$ cat src/hdl/cbcd_fifo.sv
// Small register-based first-in first-out queue, generic width and depth.
// No dependencies.
`default_nettype none

module cbcd_fifo #(
   parameter int WIDTH = 8,
   parameter int DEPTH = 2
) (
   input  wire logic             clock,
   input  wire logic             reset,
   input  wire logic             push,
   input  wire logic [WIDTH-1:0] wr_data,
   input  wire logic             pop,
   output logic [WIDTH-1:0]      rd_data,
   output logic                  full,
   output logic                  empty
);

   localparam int PTR_W = (DEPTH > 1) ? $clog2(DEPTH) : 1;
   localparam int CNT_W = $clog2(DEPTH + 1);

   logic [WIDTH-1:0] slot_ff [DEPTH];
   logic [PTR_W-1:0] wr_ptr_ff, wr_ptr_in;
   logic [PTR_W-1:0] rd_ptr_ff, rd_ptr_in;
   logic [CNT_W-1:0] fill_ff, fill_in;
   logic             do_wr, do_rd;

   assign full    = (fill_ff == CNT_W'(DEPTH));
   assign empty   = (fill_ff == '0);
   assign do_wr   = push && !full;
   assign do_rd   = pop && !empty;
   assign rd_data = slot_ff[rd_ptr_ff];

   always_comb begin
      wr_ptr_in = wr_ptr_ff;
      rd_ptr_in = rd_ptr_ff;
      fill_in   = fill_ff;
      if (do_wr) begin
         wr_ptr_in = (wr_ptr_ff == PTR_W'(DEPTH - 1)) ? '0 : wr_ptr_ff + PTR_W'(1);
      end
      if (do_rd) begin
         rd_ptr_in = (rd_ptr_ff == PTR_W'(DEPTH - 1)) ? '0 : rd_ptr_ff + PTR_W'(1);
      end
      if (do_wr && !do_rd) begin
         fill_in = fill_ff + CNT_W'(1);
      end else if (do_rd && !do_wr) begin
         fill_in = fill_ff - CNT_W'(1);
      end
   end

   always_ff @(posedge clock) begin
      if (reset) begin
         wr_ptr_ff <= '0;
         rd_ptr_ff <= '0;
         fill_ff   <= '0;
      end else begin
         wr_ptr_ff <= wr_ptr_in;
         rd_ptr_ff <= rd_ptr_in;
         fill_ff   <= fill_in;
      end
   end

   always_ff @(posedge clock) begin
      if (do_wr) begin
         slot_ff[wr_ptr_ff] <= wr_data;
      end
   end

endmodule

`default_nettype wire

$ cat config.mk
export PLATFORM = sky130hd
export DESIGN_NAME = cbcd_fifo
export DESIGN_NICKNAME = d
export VERILOG_FILES = /design/src/hdl/cbcd_fifo.sv
export SDC_FILE = /design/constraint.sdc
export NUM_CORES = 1
export LEC_CHECK = 0
export BUFFER_PORTS_ARGS = -buffer_cell sky130_fd_sc_hd__buf_2
export CAP_MARGIN = 20
export CORE_MARGIN = 2
export CORE_UTILIZATION = 25
export CTS_CLUSTER_SIZE = 40
export DETAILED_ROUTE_END_ITERATION = 10
export GPL_ROUTABILITY_DRIVEN = 0
export GPL_TIMING_DRIVEN = 0
export MAX_ROUTING_LAYER = met4
export SLEW_MARGIN = 15
export SYNTH_ARGS = -nofsm -noshare
export SYNTH_HDL_FRONTEND = slang
export SYNTH_SLANG_ARGS = --single-unit
export TNS_END_PERCENT = 10
$ cat constraint.sdc
create_clock -name clock -period 3.4 [get_ports clock]
set_input_delay 0 -clock clock [delete_from_list [all_inputs] [get_ports clock]]
set_output_delay 0 -clock clock [all_outputs]
set_load 0.02 [all_outputs]
* After elaboration in Yosys (flattened, before gate mapping) *
Memory sizes are Yosys's and may differ from the RTL's. A register that Yosys moved wholly into a read port is not among the register bits.
Index checks and enable logic that the tools add are counted.

storage, ports and cells
  memory bits (writable) = 16
  input port bits = 12
  memories kept = 1
  output and inout port bits = 10
  flip-flop bits (word level) = 4
  logic and storage cells = 27

cells by class
  add/sub/neg operators = 4
  equality and inequality tests = 1
  reductions and logical operators = 10
  muxes and demuxes = 8

memory list
  name     words  bits a word  read ports  clocked after Yosys merged registers in  wr ports  RTL line  RTL
  slot_ff  2      8            1           1                                        1         22        logic [WIDTH-1:0] slot_ff [DEPTH];

operators with widths
  kind                                              number
  2-to-1 mux 1 bit                                  6
  logical AND 1 bit                                 4
  zero test 1 bit                                   4
  2-to-1 mux 2 bit                                  2
  adder 1 bit, second input constant                2
  adder 2 x 1 -> 2 bit, second input constant       1
  equality test 2 bit, second input constant        1
  zero test 2 bit                                   1
  nonzero test 2 bit                                1
  subtractor 2 x 1 -> 2 bit, second input constant  1

* Logic depth before layout (Yosys ltp) *
Gate-level depths: netlist of run 1.

  word-level depth = 7
  depth in mapped cells = 6
  depth with buffers taken out = 6

* Worst setup path before layout of run 1 *
OpenSTA, ideal clock, no wires.

  kind = reg-to-reg
  start point = register fill_ff[1]
  end point = register fill_ff[1]
  cell stages (with the launch flop) = 6
  clock period less this slack = 1,587 ps
  slack = 1,813 ps
  library setup time = 70 ps
  required time = 3,330 ps
  buffers on the path = 0
  arrival = 1,517 ps
  cells stage by stage = dfxtp_1 > nor2b_2 > nor2_1 > ha_1 > or3_1 > a21oi_1

on the way
  longest elaborated chain between the ends = 6
  elaborated cells on any way between the ends = 15
  those cells by class = add/sub (2); eq/ne (1); mux (2); reduce/logical (10)

ends and longest elaborated chain
  what                                 RTL line  RTL
  start: declaration                   25        logic [CNT_W-1:0] fill_ff, fill_in;
  start signal: assignment             59        fill_ff <= fill_in;
  equality test 2 bit (*)              28        assign full = (fill_ff == CNT_W'(DEPTH));
  named net full                       15        output logic full,
  zero test 1 bit (*)                  30        assign do_wr = push && !full;
  logical AND 1 bit (*)                30
  zero test 1 bit                      46        end else if (do_rd && !do_wr) begin
  logical AND 1 bit                    46
  nonzero test 2 bit (no source line)  -

The timed path passes the listed nets; every way through them passes the cells marked *. The select of a mux whose other input is x is not followed.
A chain may end at the register's enable or synchronous reset.

* Worst setup path after layout of run 1 *
  start point = register fill_ff[0]
  end point = register fill_ff[1]

on the way
  longest elaborated chain between the ends = 6
  elaborated cells on any way between the ends = 15
  those cells by class = add/sub (2); eq/ne (1); mux (2); reduce/logical (10)

ends and longest elaborated chain
  what                                                                     RTL line
  equality test 2 bit or zero test 2 bit (tied branches)                   28, 29
  zero test 1 bit (on tied branches)                                       30, 31
  logical AND 1 bit (on tied branches)                                     30, 31
  zero test 1 bit (on tied branches)                                       46, 44
  logical AND 1 bit (on tied branches)                                     46, 44
  nonzero test 2 bit (no source line) or 2-to-1 mux 2 bit (tied branches)  -

Several ways; a longest one is shown, not always the timed one. The select of a mux whose other input is x is not followed.

==> results of run 1 <==
-- per-layer routing --
layer  vias up  track usage, %
met2        16           13.20
li1        249               -
met1       224           8.065
met5         -               -
met3         2           3.198
met4         0           4.762
-- logic make-up (layout without fill, tap and decap cells) --
logic type | count (synthesis) | after routing | share of synthesized area (%)
and+or+nand+nor | 9 | 9 | 5.837
muxes | 8 | 8 | 11.36
adders and majority gates | 1 | 1 | 1.577
xor gates and xnor gates | 3 | 3 | 3.313
DFF | 21 | 21 | 73.19
buffers and inverters | 3 | 37 | 1.577
AOI/OAI and AO/OA | 5 | 5 | 3.154
-- placed cells by master (no fill, tap or decap) --
| cell | Yosys | final |
|---|---|---|
| sky130_fd_sc_hd__xor2_1 | 3 | 3 |
| sky130_fd_sc_hd__ha_1 | 1 | 1 |
| sky130_fd_sc_hd__o21ai_0 | 3 | 3 |
| sky130_fd_sc_hd__nor2b_2 | 1 | 1 |
| sky130_fd_sc_hd__clkinv_2 | 0 | 1 |
| sky130_fd_sc_hd__inv_1 | 2 | 2 |
| sky130_fd_sc_hd__a21oi_1 | 2 | 2 |
| sky130_fd_sc_hd__dlygate4sd3_1 | 0 | 9 |
| sky130_fd_sc_hd__buf_2 | 1 | 22 |
| sky130_fd_sc_hd__dfxtp_1 | 5 | 5 |
| sky130_fd_sc_hd__or3_1 | 2 | 2 |
| sky130_fd_sc_hd__and2_1 | 1 | 1 |
| sky130_fd_sc_hd__clkbuf_4 | 0 | 3 |
| sky130_fd_sc_hd__edfxtp_1 | 16 | 16 |
| sky130_fd_sc_hd__nor2_1 | 5 | 5 |
| sky130_fd_sc_hd__mux2_2 | 8 | 8 |
-- path summary, 6_finish.rpt --
check	start	endpoint	cells after the start
setup / recovery	fill_ff[0]$_SDFFE_PP0P_	fill_ff[1]$_SDFFE_PP0P_	4
setup reg to reg	fill_ff[0]$_SDFFE_PP0P_	fill_ff[1]$_SDFFE_PP0P_	4
hold reg to reg	wr_ptr_ff$_SDFFE_PP0N_	wr_ptr_ff$_SDFFE_PP0N_	2
hold / removal	push	wr_ptr_ff$_SDFFE_PP0N_	4
-- critical path, stage by stage, from the launching register on --
cell and delay, ns:
sky130_fd_sc_hd__dfxtp_1 0.38, sky130_fd_sc_hd__o21ai_0 0.32, sky130_fd_sc_hd__ha_1 0.32, sky130_fd_sc_hd__or3_1 0.39
sky130_fd_sc_hd__a21oi_1 0.14
-- per-stage QoR --
step	worst slack [ns]	util, %
after floorplan	1.813	-
after global routing	1.697	35.37
after global placement	1.864	31.49
final	1.797	35.37
after CTS	1.782	35.37
after detailed placement	1.793	31.49
-- timing repair --
action | 4_1_cts | 5_1_grt
hold buffers | 9 | 0
hold endpoints to repair | 21 | 0
setup buffers | 0 | 0
-- power groups by stage --
stage               clock (W)  combinational, W  sequential (W)
floorplan                   0          0.000186        0.000349
global placement            0          0.000249        0.000352
detailed placement          0          0.000255        0.000354
CTS                  0.000122          0.000265        0.000348
global route         0.000134          0.000285        0.000353
finish               0.000115          0.000260        0.000348
-- flip-flops by register name, summed over array words and instances, names as in the netlist, named ones only --
register / cells
fill_ff: 2
rd_ptr_ff: 1
slot_ff: 16
wr_ptr_ff: 1
-- cell type report --
cell class                 instances  area, µm²  area share (%)
inverter                           2      7.507          0.7009
multi-input combinational         26      200.2           18.69
sequential                        21      580.6           54.21
buffer                             1      5.005          0.4673
clock inverter                     1      5.005          0.4673
clock buffer                       3      22.52           2.103
timing repair buffer              30      195.2           18.22
tap                               44      55.05           5.140
==> impl_metrics.prom, run 1 <==
# TYPE chip_impl_metric gauge
chip_impl_metric{name="drt_first_iter_violations",unit=""} 10
chip_impl_metric{name="drcViolationCount",unit=""} 0
chip_impl_metric{name="finalWirelength",unit="µm"} 1313
chip_impl_metric{name="design.die.area",unit="µm²"} 3640
chip_impl_metric{name="dr_total_vias",unit=""} 491
chip_impl_metric{name="setup.reg_to_reg.worst_slack",unit="ns"} 1.80
chip_impl_metric{name="die_height",unit="µm"} 60.33
chip_impl_metric{name="final.period_utilization",unit="%"} 47.13
chip_impl_metric{name="global_route_overflow",unit=""} 0
chip_impl_info{name="cts_tree",value="yes"} 1
chip_impl_metric{name="maximum_number_of_pins_on_one_net_before_global_route_repair",unit=""} 13
chip_impl_metric{name="relSlewSlack",unit="%"} 73.92
chip_impl_metric{name="finalHoldWorstSlack",unit="ns"} 0.07783
chip_impl_info{name="synthDominantAreaCellType",value="sky130_fd_sc_hd__edfxtp_1"} 1
chip_impl_metric{name="async_flop_share",unit="%"} 0
chip_impl_metric{name="actual_slew_at_the_worst_max_slew_pin",unit="ns"} 0.3911
chip_impl_metric{name="final_layout_size_suffix_gt1_share",unit="%"} 41.67
chip_impl_metric{name="ys.warnings.count",unit=""} 0
chip_impl_metric{name="tns",unit="ns"} 0
chip_impl_metric{name="drtPass1Iterations",unit=""} 4
chip_impl_metric{name="layout.cell_area.non_filler",unit="µm²"} 1071
chip_impl_metric{name="achievable-frequency",unit="MHz"} 624.0
chip_impl_metric{name="antenna-diode-count",unit=""} 0
chip_impl_metric{name="postSynthAreaPerCell",unit="µm²"} 15.87
chip_impl_info{name="min-delay-path-class",value="in -> reg"} 1
chip_impl_info{name="crit_path_end_kind",value="flop"} 1
chip_impl_metric{name="hpwl",unit="µm"} 904.9
chip_impl_metric{name="synth_area",unit="µm²"} 793.3
chip_impl_metric{name="synthesis.nets",unit=""} 63
chip_impl_metric{name="part_of_the_total_power_dissipated_in_sequential_elements",unit="%"} 48.1
chip_impl_info{name="crit_type",value="reg -> reg"} 1
chip_impl_info{name="grt_setup_unrepaired",value="no"} 1
chip_impl_metric{name="h-tree-depth",unit=""} 1
chip_impl_metric{name="layout-area-overhead-vs-synth",unit="%"} 35.02
chip_impl_metric{name="synthesis.instances",unit=""} 50
chip_impl_info{name="cts-root-buf",value="sky130_fd_sc_hd__clkbuf_4"} 1
chip_impl_metric{name="worst_ep_arrival_time",unit="ns"} 1.84
chip_impl_metric{name="finalSetupViolations",unit=""} 0
chip_impl_metric{name="critPathMaxFanout",unit=""} 5
chip_impl_metric{name="clockPowerShare",unit="%"} 15.9
chip_impl_metric{name="n_fill_cell",unit=""} 305
chip_impl_metric{name="yosys.cell_types.count",unit=""} 13
chip_impl_metric{name="drv_slew",unit=""} 0
chip_impl_metric{name="final-hold-violation-count",unit=""} 0
chip_impl_metric{name="grtUsageTotal",unit="%"} 8.057
chip_impl_metric{name="required",unit="ns"} 3.64
chip_impl_metric{name="maxCapViolations",unit=""} 0
chip_impl_metric{name="nNetsFinal",unit=""} 98
chip_impl_info{name="critical_path.startpoint_type",value="flop"} 1
chip_impl_metric{name="initial_utilization",unit="%"} 26.20
chip_impl_metric{name="power_switching_share",unit="%"} 33.38
chip_impl_info{name="status",value="finished, final reports clean"} 1
chip_impl_metric{name="num_io_pins",unit=""} 22
chip_impl_metric{name="switching_power",unit="W"} 0.0002413
chip_impl_metric{name="met2_length",unit="µm"} 614
chip_impl_metric{name="synth-edff-count",unit=""} 16
chip_impl_metric{name="ir_worst_vdd",unit="mV"} 0.2277
chip_impl_metric{name="placedInstanceArea",unit="µm²"} 953.4
chip_impl_metric{name="ys_seq_area_share",unit="%"} 73.19
chip_impl_metric{name="row_count",unit=""} 20
chip_impl_metric{name="die_x_extent",unit="µm"} 60.33
chip_impl_metric{name="clock_pin_slew_of_the_registers_on_the_worst_case_setup_and_hold_paths",unit="ns"} 0.11
chip_impl_metric{name="antenna_found_initial",unit=""} 0
chip_impl_metric{name="yosys_register_bits",unit=""} 21
chip_impl_metric{name="placement.io_buffers",unit=""} 21
chip_impl_metric{name="post_drt_via_cell_ratio",unit=""} 3.836
chip_impl_metric{name="power.static_leakage",unit="nW"} 0.4235
chip_impl_metric{name="cts_buffer_depth",unit=""} 2
chip_impl_metric{name="drt-wirelength-per-cell",unit="µm"} 10.26
chip_impl_metric{name="first_pass_grt_wire_length",unit="µm"} 1959
chip_impl_metric{name="cts_buffers",unit=""} 3
chip_impl_metric{name="finalClockSkew",unit="ns"} 0.001151
chip_impl_info{name="synth_top_cells_by_area",value="sky130_fd_sc_hd__edfxtp_1 (61%), sky130_fd_sc_hd__dfxtp_1 (13%), sky130_fd_sc_hd__mux2_2 (11%), sky130_fd_sc_hd__xor2_1 (3.3%), sky130_fd_sc_hd__nor2_1 (2.4%)"} 1
chip_impl_metric{name="cts-resized-gates",unit=""} 0
chip_impl_metric{name="finalWorstPathRequiredPeriod",unit="ns"} 1.603
chip_impl_metric{name="cts.sink_count",unit=""} 21
chip_impl_metric{name="dp.cells",unit=""} 115
chip_impl_metric{name="fp.coreArea",unit="µm²"} 3028
chip_impl_info{name="synth.cells.most_frequent",value="sky130_fd_sc_hd__edfxtp_1 (16), sky130_fd_sc_hd__mux2_2 (8), sky130_fd_sc_hd__dfxtp_1 (5), sky130_fd_sc_hd__nor2_1 (5)"} 1
chip_impl_info{name="synthMostInstantiatedCell",value="sky130_fd_sc_hd__edfxtp_1"} 1
chip_impl_metric{name="fin_cells",unit=""} 128
chip_impl_metric{name="first_global_vias",unit=""} 478
chip_impl_info{name="top_sig_layer",value="met4"} 1
chip_impl_metric{name="power.combinational.fraction",unit="%"} 36.0
chip_impl_metric{name="totalPowerFinal",unit="W"} 0.0007231
chip_impl_metric{name="power_report.internal_total",unit="W"} 0.0004817
chip_impl_info{name="dominant_synthesized_flop_cell",value="sky130_fd_sc_hd__edfxtp_1"} 1
chip_impl_metric{name="clk-insertion-delay-late",unit="ns"} 0.29
chip_impl_metric{name="detailroute.wirelength.met3",unit="µm"} 71
chip_impl_metric{name="yosys.area.top_type_share",unit="%"} 60.57
chip_impl_metric{name="routedLengthMet1",unit="µm"} 613
chip_impl_metric{name="antenna_nets_post_route",unit=""} 0
chip_impl_metric{name="power-per-cell-area",unit="nW/µm²"} 675.1
(Power assumes the default switching activity.)
==> inputs of run 2 (changes only) <==
--- a/config.mk
+++ b/config.mk
@@ -5,6 +5,7 @@
 export SDC_FILE = /design/constraint.sdc
 export NUM_CORES = 1
 export LEC_CHECK = 0
+export ABC_AREA = 1
 export BUFFER_PORTS_ARGS = -buffer_cell sky130_fd_sc_hd__buf_2
 export CAP_MARGIN = 20
 export CORE_MARGIN = 2
==> constraint.sdc (replaced) <==
create_clock -name clock -period 1.4 [get_ports clock]
set_input_delay 0 -clock clock [delete_from_list [all_inputs] [get_ports clock]]
set_output_delay 0 -clock clock [all_outputs]
set_load 0.02 [all_outputs]
==> run 2 against run 1 <==
  * Global-route usage fell by 0.16 points
  * Synthesized cell count grew 24%
  * Core utilization increased by 2.1 points
  * Area after synthesis grew 4.4%
  * Highest routed layer is now met3
==> impl_metrics.prom, run 2 <==
# TYPE chip_impl_metric gauge
chip_impl_metric{name="final_util",unit="%"} 37.46
chip_impl_info{name="regMostFlops",value="slot_ff"} 1
chip_impl_metric{name="yosys.area.top_type_share",unit="%"} 58.01
chip_impl_metric{name="reg2regPathDepth",unit=""} 7
chip_impl_metric{name="synth_area",unit="µm²"} 828.3
chip_impl_metric{name="row_count",unit=""} 20
chip_impl_info{name="dominant_synthesized_flop_cell",value="sky130_fd_sc_hd__edfxtp_1"} 1
chip_impl_metric{name="achievable-frequency",unit="MHz"} 759.3
chip_impl_metric{name="cts_buffers",unit=""} 3
chip_impl_metric{name="drt_first_iter_violations",unit=""} 9
chip_impl_metric{name="drv_slew",unit=""} 0
chip_impl_metric{name="num_io_pins",unit=""} 22
chip_impl_metric{name="yosys.area_share.simple",unit="%"} 8.308
chip_impl_metric{name="hold_depth",unit=""} 4
chip_impl_info{name="crit_type",value="reg -> out"} 1
chip_impl_metric{name="final-hold-violation-count",unit=""} 0
chip_impl_info{name="path_cells",value="clkbuf_4 -> mux2_2 -> buf_2"} 1
chip_impl_metric{name="clockPowerShare",unit="%"} 14.6
chip_impl_info{name="critPathSlowestCell",value="sky130_fd_sc_hd__mux2_2"} 1
chip_impl_metric{name="part_of_the_total_power_dissipated_in_sequential_elements",unit="%"} 46.4
chip_impl_metric{name="h-tree-depth",unit=""} 1
chip_impl_info{name="cts_tree",value="yes"} 1
chip_impl_metric{name="layout-area-overhead-vs-synth",unit="%"} 40.33
chip_impl_metric{name="synthesis.instances",unit=""} 62
chip_impl_metric{name="global_route_overflow",unit=""} 0
chip_impl_metric{name="first_pass_grt_wire_length",unit="µm"} 2090
chip_impl_metric{name="power_report.internal_total",unit="W"} 0.001234
chip_impl_metric{name="max_stage_delay",unit="ns"} 0.36
chip_impl_metric{name="drcViolationCount",unit=""} 0
chip_impl_info{name="most_used_routing_layer",value="met2"} 1
chip_impl_metric{name="grt.met2_usage",unit="%"} 13.53
chip_impl_metric{name="finalSetupViolations",unit=""} 0
chip_impl_metric{name="finalClockSkew",unit="ns"} 0.005277
chip_impl_info{name="synthMostInstantiatedCell",value="sky130_fd_sc_hd__edfxtp_1"} 1
chip_impl_metric{name="n_fill_cell",unit=""} 327
chip_impl_info{name="min-delay-path-class",value="in -> reg"} 1
chip_impl_metric{name="synth_xor_xnor_area_share",unit="%"} 0
chip_impl_metric{name="switching_power",unit="W"} 0.0006505
chip_impl_metric{name="clock_pin_slew_of_the_registers_on_the_worst_case_setup_and_hold_paths",unit="ns"} 0.10
chip_impl_metric{name="drtPass1Iterations",unit=""} 2
chip_impl_metric{name="maximum_number_of_pins_on_one_net_before_global_route_repair",unit=""} 12
chip_impl_metric{name="synthesis.nets",unit=""} 75
chip_impl_metric{name="ir_worst_vdd",unit="mV"} 0.6533
chip_impl_metric{name="placement.io_buffers",unit=""} 21
chip_impl_info{name="largest_registers",value="slot_ff x16, fill_ff x2"} 1
chip_impl_metric{name="ys.warnings.count",unit=""} 0
chip_impl_metric{name="first_global_vias",unit=""} 514
chip_impl_metric{name="dr_total_vias",unit=""} 549
chip_impl_metric{name="clk-insertion-delay-late",unit="ns"} 0.29
chip_impl_metric{name="cp_num_buf_inv",unit=""} 2
chip_impl_metric{name="yosys.cell_types.count",unit=""} 16
chip_impl_info{name="crit_path_end_kind",value="output port"} 1
chip_impl_metric{name="tns",unit="ns"} 0
chip_impl_metric{name="final_layout_size_suffix_gt1_share",unit="%"} 47.96
chip_impl_metric{name="yosys.area_share.adder",unit="%"} 1.511
chip_impl_metric{name="cts_buffer_depth",unit=""} 2
chip_impl_metric{name="die_height",unit="µm"} 61.56
chip_impl_metric{name="largest_register_ff_count",unit=""} 16
chip_impl_metric{name="die_x_extent",unit="µm"} 61.56
chip_impl_info{name="status",value="finished, final reports clean"} 1
chip_impl_metric{name="fin_cells",unit=""} 142
chip_impl_metric{name="grtUsageMet1",unit="%"} 8.820
chip_impl_metric{name="post_drt_via_cell_ratio",unit=""} 3.866
chip_impl_metric{name="crit_cells",unit=""} 3
chip_impl_metric{name="actual_slew_at_the_worst_max_slew_pin",unit="ns"} 0.4168
chip_impl_metric{name="synth.mux.area_fraction",unit="%"} 10.88
chip_impl_metric{name="fp.coreArea",unit="µm²"} 3103
chip_impl_metric{name="hpwl",unit="µm"} 1015
chip_impl_metric{name="design.die.area",unit="µm²"} 3790
chip_impl_metric{name="postLayoutSetupSlackWorst",unit="ns"} 0.08305
chip_impl_metric{name="grtUsageTotal",unit="%"} 7.898
chip_impl_metric{name="finalWorstPathRequiredPeriod",unit="ns"} 1.317
chip_impl_metric{name="synth-edff-count",unit=""} 16
chip_impl_info{name="synth.cells.most_frequent",value="sky130_fd_sc_hd__edfxtp_1 (16), sky130_fd_sc_hd__nor2_1 (9), sky130_fd_sc_hd__mux2_2 (8), sky130_fd_sc_hd__inv_1 (7), sky130_fd_sc_hd__dfxtp_1 (5)"} 1
chip_impl_metric{name="power-per-cell-area",unit="nW/µm²"} 1621
chip_impl_metric{name="power.combinational.fraction",unit="%"} 39.0
chip_impl_info{name="cts-root-buf",value="sky130_fd_sc_hd__clkbuf_4"} 1
chip_impl_metric{name="required",unit="ns"} 1.40
chip_impl_metric{name="drt-wirelength-per-cell",unit="µm"} 10.14
chip_impl_metric{name="power.static_leakage",unit="nW"} 0.4603
chip_impl_metric{name="critPathMaxFanout",unit=""} 8
chip_impl_info{name="synth_top_cells_by_area",value="sky130_fd_sc_hd__edfxtp_1 (58%), sky130_fd_sc_hd__dfxtp_1 (12%), sky130_fd_sc_hd__mux2_2 (11%), sky130_fd_sc_hd__nor2_1 (4.1%), sky130_fd_sc_hd__inv_1 (3.2%)"} 1
chip_impl_metric{name="relSlewSlack",unit="%"} 72.18
chip_impl_info{name="critical-path-top-delay-family",value="multiplexers"} 1
chip_impl_metric{name="async_flop_share",unit="%"} 0
chip_impl_metric{name="dpl_worst_slack",unit="ns"} -0.2255
chip_impl_metric{name="power_switching_share",unit="%"} 34.53
chip_impl_metric{name="worst_ep_arrival_time",unit="ns"} 1.32
chip_impl_metric{name="postSynthAreaPerCell",unit="µm²"} 13.36
chip_impl_info{name="critical_path.startpoint_type",value="flop"} 1
chip_impl_metric{name="synth-compound-area-share",unit="%"} 4.532
chip_impl_metric{name="initial_utilization",unit="%"} 26.69
chip_impl_metric{name="finalHoldWorstSlack",unit="ns"} 0.07585
chip_impl_info{name="synthDominantAreaCellType",value="sky130_fd_sc_hd__edfxtp_1"} 1
chip_impl_metric{name="antenna_nets_post_route",unit=""} 0
chip_impl_metric{name="final.period_utilization",unit="%"} 94.07
chip_impl_metric{name="antenna-diode-count",unit=""} 0
chip_impl_metric{name="finalWirelength",unit="µm"} 1440
chip_impl_metric{name="nNetsFinal",unit=""} 112
chip_impl_metric{name="yosys_register_bits",unit=""} 21
chip_impl_metric{name="maxCapViolations",unit=""} 0
chip_impl_metric{name="dp.cells",unit=""} 127
chip_impl_info{name="largest_family_of_logic_cells_by_synthesized_area",value="multiplexers"} 1
chip_impl_metric{name="ys_seq_area_share",unit="%"} 70.09
chip_impl_info{name="most-common-layout-cells",value="sky130_fd_sc_hd__buf_2 (21), sky130_fd_sc_hd__edfxtp_1 (16), sky130_fd_sc_hd__dlygate4sd3_1 (9)"} 1
chip_impl_metric{name="antenna_found_initial",unit=""} 0
chip_impl_metric{name="cts.sink_count",unit=""} 21
chip_impl_info{name="most_common_library_cell_in_the_layout_ignoring_fill_and_taps",value="sky130_fd_sc_hd__buf_2"} 1
chip_impl_metric{name="grt_util_met3",unit="%"} 2.731
-- run 2: final timing paths --
kind	end	startpoint	slack (ns)
hold reg to reg	wr_ptr_ff$_SDFFE_PP0N_	wr_ptr_ff$_SDFFE_PP0N_	0.52
hold / removal	flop	pop	0.08
setup / recovery	rd_data[4]	flop	0.08
setup reg to reg	fill_ff[0]$_SDFFE_PP0P_	fill_ff[1]$_SDFFE_PP0P_	0.09
-- run 2: area by class of cell --
type | instances | area (µm²) | area share, %
Buffer | 1 | 7.507 | 0.6459
Clock buffer | 4 | 26.28 | 2.261
Inverter | 9 | 33.78 | 2.906
Multi-Input combinational cell | 31 | 246.5 | 21.21
Sequential cell | 21 | 583.1 | 50.16
Tap cell | 44 | 55.05 | 4.736
Timing Repair Buffer | 32 | 210.2 | 18.08
-- run 2: per-layer routing --
metal	vias up	share of wire, %
met3	0	7.0
met4	0	0
li1	283	-
met5	-	0
met1	249	46
met2	17	47
-- run 2: worst register-to-register path, delay by kind of cell (launching register included) --
family	cells	cell delay, ns
AOI/OAI and AO/OA	3	0.39
adders and majority gates	1	0.27
buffers and inverters	3	0.18
DFF	1	0.37
-- run 2: cell families after synthesis --
logic type               count (synthesis)
AND/OR/NAND/NOR                         16
multiplexers                             8
AO/OA/AOI/OAI                            6
buffers and inverters                   10
adder cells (fa/ha/maj)                  1
flip-flops                              21
-- run 2: power groups by stage --
| stage | Sequential, W | Clock, W | Combinational, W |
|---|---|---|---|
| after floorplan | 0.000861 | 0 | 0.000459 |
| after detailed placement | 0.000876 | 0 | 0.000621 |
| after global routing | 0.000889 | 0.000311 | 0.000816 |
| after global placement | 0.000869 | 0 | 0.000606 |
| final | 0.000875 | 0.000275 | 0.000735 |
| after CTS | 0.000872 | 0.000288 | 0.000659 |
-- run 2: what timing repair did --
action / 4_1_cts / 5_1_grt
buffers inserted: 0 / 2
setup endpoints to repair: 18 / 9
hold endpoints to repair: 19 / 0
resized for setup: 5 / 6
pin swaps: 0 / 1
hold buffers: 9 / 0
-- run 2: stage by stage --
stage	power [W]	area (µm²)
2_1_floorplan	0.001319	828.3
3_3_place_gp	0.001475	988.4
3_5_place_dp	0.001497	988.4
4_1_cts	0.001819	1120
5_1_grt	0.002017	1162
6_report	0.001884	1162
==> inputs of run 3 (changes only) <==
--- a/config.mk
+++ b/config.mk
@@ -8,6 +8,8 @@
 export ABC_AREA = 1
 export BUFFER_PORTS_ARGS = -buffer_cell sky130_fd_sc_hd__buf_2
 export CAP_MARGIN = 20
+export CELL_PAD_IN_SITES_DETAIL_PLACEMENT = 0
+export CELL_PAD_IN_SITES_GLOBAL_PLACEMENT = 1
 export CORE_MARGIN = 2
 export CORE_UTILIZATION = 25
 export CTS_CLUSTER_SIZE = 40
@@ -15,6 +17,7 @@
 export GPL_ROUTABILITY_DRIVEN = 0
 export GPL_TIMING_DRIVEN = 0
 export MAX_ROUTING_LAYER = met4
+export PLACE_DENSITY_LB_ADDON = 0.1
 export SLEW_MARGIN = 15
 export SYNTH_ARGS = -nofsm -noshare
 export SYNTH_HDL_FRONTEND = slang
==> run 3 against run 2 <==
  * Cell count did not move
  * Sequential share of layout area rose by 0.71 points
  * Critical path depth did not move
  * Clock skew fell by 0.0021 ns
  * Critical path type unchanged
  * Critical endpoint is now rd_data[7]
  * Largest power group unchanged
==> impl_metrics.prom, run 3 (synthesis gave the netlist of run 2 again) <==
# TYPE chip_impl_metric gauge
chip_impl_metric{name="power-per-cell-area",unit="nW/µm²"} 1615
chip_impl_metric{name="clk-insertion-delay-late",unit="ns"} 0.30
chip_impl_info{name="path_cells",value="buf_4 -> mux2_2 -> buf_2"} 1
chip_impl_metric{name="cts.sink_count",unit=""} 21
chip_impl_metric{name="finalSetupViolations",unit=""} 0
chip_impl_metric{name="global_route_overflow",unit=""} 0
chip_impl_metric{name="critPathMaxFanout",unit=""} 8
chip_impl_info{name="most_common_library_cell_in_the_layout_ignoring_fill_and_taps",value="sky130_fd_sc_hd__buf_2"} 1
chip_impl_metric{name="drv_slew",unit=""} 0
chip_impl_metric{name="placement.io_buffers",unit=""} 21
chip_impl_metric{name="maxCapViolations",unit=""} 0
chip_impl_metric{name="finalWirelength",unit="µm"} 1355
chip_impl_metric{name="clock_pin_slew_of_the_registers_on_the_worst_case_setup_and_hold_paths",unit="ns"} 0.11
chip_impl_metric{name="largest_register_ff_count",unit=""} 16
chip_impl_metric{name="nNetsFinal",unit=""} 112
chip_impl_metric{name="n_fill_cell",unit=""} 341
chip_impl_metric{name="totalPowerFinal",unit="W"} 0.001859
chip_impl_metric{name="die_height",unit="µm"} 61.56
chip_impl_metric{name="met2_length",unit="µm"} 633
chip_impl_metric{name="power_report.internal_total",unit="W"} 0.001213
chip_impl_metric{name="drtPass1Iterations",unit=""} 3
chip_impl_metric{name="drt-wirelength-per-cell",unit="µm"} 9.542
chip_impl_metric{name="finalWorstPathRequiredPeriod",unit="ns"} 1.309
chip_impl_metric{name="finalClockSkew",unit="ns"} 0.003199
chip_impl_info{name="min-delay-path-class",value="in -> reg"} 1
chip_impl_metric{name="placedInstanceArea",unit="µm²"} 988.4
chip_impl_info{name="top_sig_layer",value="met4"} 1
chip_impl_metric{name="row_count",unit=""} 20
chip_impl_metric{name="fin_cells",unit=""} 142
chip_impl_metric{name="ir_worst_vdd",unit="mV"} 0.4986
chip_impl_metric{name="antenna_found_initial",unit=""} 0
chip_impl_info{name="grt_setup_unrepaired",value="yes"} 1
chip_impl_metric{name="multiInputGateArea",unit="µm²"} 231.5
chip_impl_info{name="cts-root-buf",value="sky130_fd_sc_hd__clkbuf_4"} 1
chip_impl_metric{name="grtUsageTotal",unit="%"} 8.557
chip_impl_metric{name="initial_utilization",unit="%"} 26.69
chip_impl_info{name="critical_path.startpoint_type",value="flop"} 1
chip_impl_metric{name="h-tree-depth",unit=""} 1
chip_impl_metric{name="detailroute.wirelength.met3",unit="µm"} 81
chip_impl_info{name="most-common-layout-cells",value="sky130_fd_sc_hd__buf_2 (21), sky130_fd_sc_hd__edfxtp_1 (16), sky130_fd_sc_hd__dlygate4sd3_1 (9)"} 1
chip_impl_metric{name="cts_buffers",unit=""} 3
chip_impl_metric{name="final_util",unit="%"} 37.10
chip_impl_metric{name="required",unit="ns"} 1.40
chip_impl_metric{name="actual_slew_at_the_worst_max_slew_pin",unit="ns"} 0.2670
chip_impl_metric{name="drt_first_iter_violations",unit=""} 2
chip_impl_metric{name="hpwl",unit="µm"} 977.5
chip_impl_metric{name="part_of_the_total_power_dissipated_in_sequential_elements",unit="%"} 46.6
chip_impl_metric{name="power.static_leakage",unit="nW"} 0.4633
chip_impl_metric{name="max_stage_delay",unit="ns"} 0.35
chip_impl_metric{name="fp.coreArea",unit="µm²"} 3103
chip_impl_metric{name="final.period_utilization",unit="%"} 93.49
chip_impl_metric{name="worst_ep_arrival_time",unit="ns"} 1.31
chip_impl_metric{name="routedLengthMet1",unit="µm"} 621
chip_impl_metric{name="layout-area-overhead-vs-synth",unit="%"} 38.97
chip_impl_metric{name="final-hold-violation-count",unit=""} 0
chip_impl_metric{name="dp.cells",unit=""} 127
chip_impl_metric{name="layout.cell_area.non_filler",unit="µm²"} 1151
chip_impl_metric{name="relSlewSlack",unit="%"} 82.15
chip_impl_metric{name="power.combinational.fraction",unit="%"} 38.1
chip_impl_metric{name="dr_total_vias",unit=""} 543
chip_impl_info{name="crit_path_end_kind",value="output port"} 1
chip_impl_metric{name="switching_power",unit="W"} 0.0006452
chip_impl_metric{name="antenna_nets_post_route",unit=""} 0
chip_impl_metric{name="first_pass_grt_wire_length",unit="µm"} 2166
chip_impl_metric{name="clockPowerShare",unit="%"} 15.3
chip_impl_info{name="critPathSlowestCell",value="sky130_fd_sc_hd__mux2_2"} 1
chip_impl_metric{name="setup.reg_to_reg.worst_slack",unit="ns"} 0.10
chip_impl_info{name="largest_registers",value="slot_ff x16, fill_ff x2"} 1
chip_impl_info{name="cts_tree",value="yes"} 1
chip_impl_info{name="crit_type",value="reg -> out"} 1
chip_impl_metric{name="power_switching_share",unit="%"} 34.72
chip_impl_metric{name="drcViolationCount",unit=""} 0
chip_impl_metric{name="first_global_vias",unit=""} 503
chip_impl_metric{name="design.die.area",unit="µm²"} 3790
chip_impl_metric{name="cts_buffer_depth",unit=""} 2
chip_impl_metric{name="post_drt_via_cell_ratio",unit=""} 3.824
chip_impl_metric{name="maximum_number_of_pins_on_one_net_before_global_route_repair",unit=""} 13
chip_impl_metric{name="antenna-diode-count",unit=""} 0
chip_impl_metric{name="seq_cell_area",unit="µm²"} 585.6
chip_impl_metric{name="num_io_pins",unit=""} 22
chip_impl_info{name="regMostFlops",value="slot_ff"} 1
chip_impl_metric{name="final_layout_size_suffix_gt1_share",unit="%"} 46.94
chip_impl_info{name="status",value="finished, final reports clean"} 1
chip_impl_metric{name="die_x_extent",unit="µm"} 61.56
chip_impl_metric{name="achievable-frequency",unit="MHz"} 764.0
[run 3: final cells by class]
class,count,share of cell area (%)
Inverter,9,2.935
Clock inverter,1,0.4348
Multi-Input combinational cell,31,20.11
Clock buffer,3,1.957
Buffer,1,0.6522
Tap cell,44,4.783
Sequential cell,21,50.87
Timing Repair Buffer,32,18.26
[run 3: worst paths after layout]
| path | startpoint | endpoint | cells past startpoint |
|---|---|---|---|
| max | flop | rd_data[7] | 3 |
| min | pop | flop | 4 |
| max reg2reg | fill_ff[1]$_SDFFE_PP0P_ | fill_ff[1]$_SDFFE_PP0P_ | 9 |
| min reg2reg | fill_ff[0]$_SDFFE_PP0P_ | fill_ff[0]$_SDFFE_PP0P_ | 1 |
[run 3: per-layer routing]
metal  track usage [%]  vias up
li1                  -      284
met1             10.50      244
met2             12.03       13
met3             2.731        2
met4             5.471        0
met5                 -        -
[run 3: power by group through the flow]
stage	sequential [W]	combinational, W	clock (W)
global route	0.000886	0.000791	0.000331
CTS	0.000872	0.000661	0.000300
finish	0.000867	0.000708	0.000284
global placement	0.000872	0.000620	0
floorplan	0.000861	0.000459	0
detailed placement	0.000877	0.000618	0
[run 3: stage by stage]
stage / hold slack (ns) / setup WS, ns / setup TNS [ns]
3_3_place_gp: 0.1873 / -0.2322 / -3.725
4_1_cts: 0.04876 / -0.003447 / -0.003447
3_5_place_dp: 0.1924 / -0.2021 / -3.039
5_1_grt: 0.07153 / -0.06029 / -0.06029
2_1_floorplan: 0.09887 / 0.07879 / 0
6_report: 0.05228 / 0.09112 / 0
[run 3: worst max-delay path, delay by kind of cell (launching register included)]
family	cells	cell delay (ns)
buffers and inverters	2	0.33
DFF	1	0.33
muxes	1	0.35
[run 3: timing repair]
action	4_1_cts	5_1_grt
hold endpoints to repair	19	0
buffers inserted	0	2
pin swaps	0	2
setup endpoints to repair	19	2
hold buffers	9	0
resized for setup	6	4
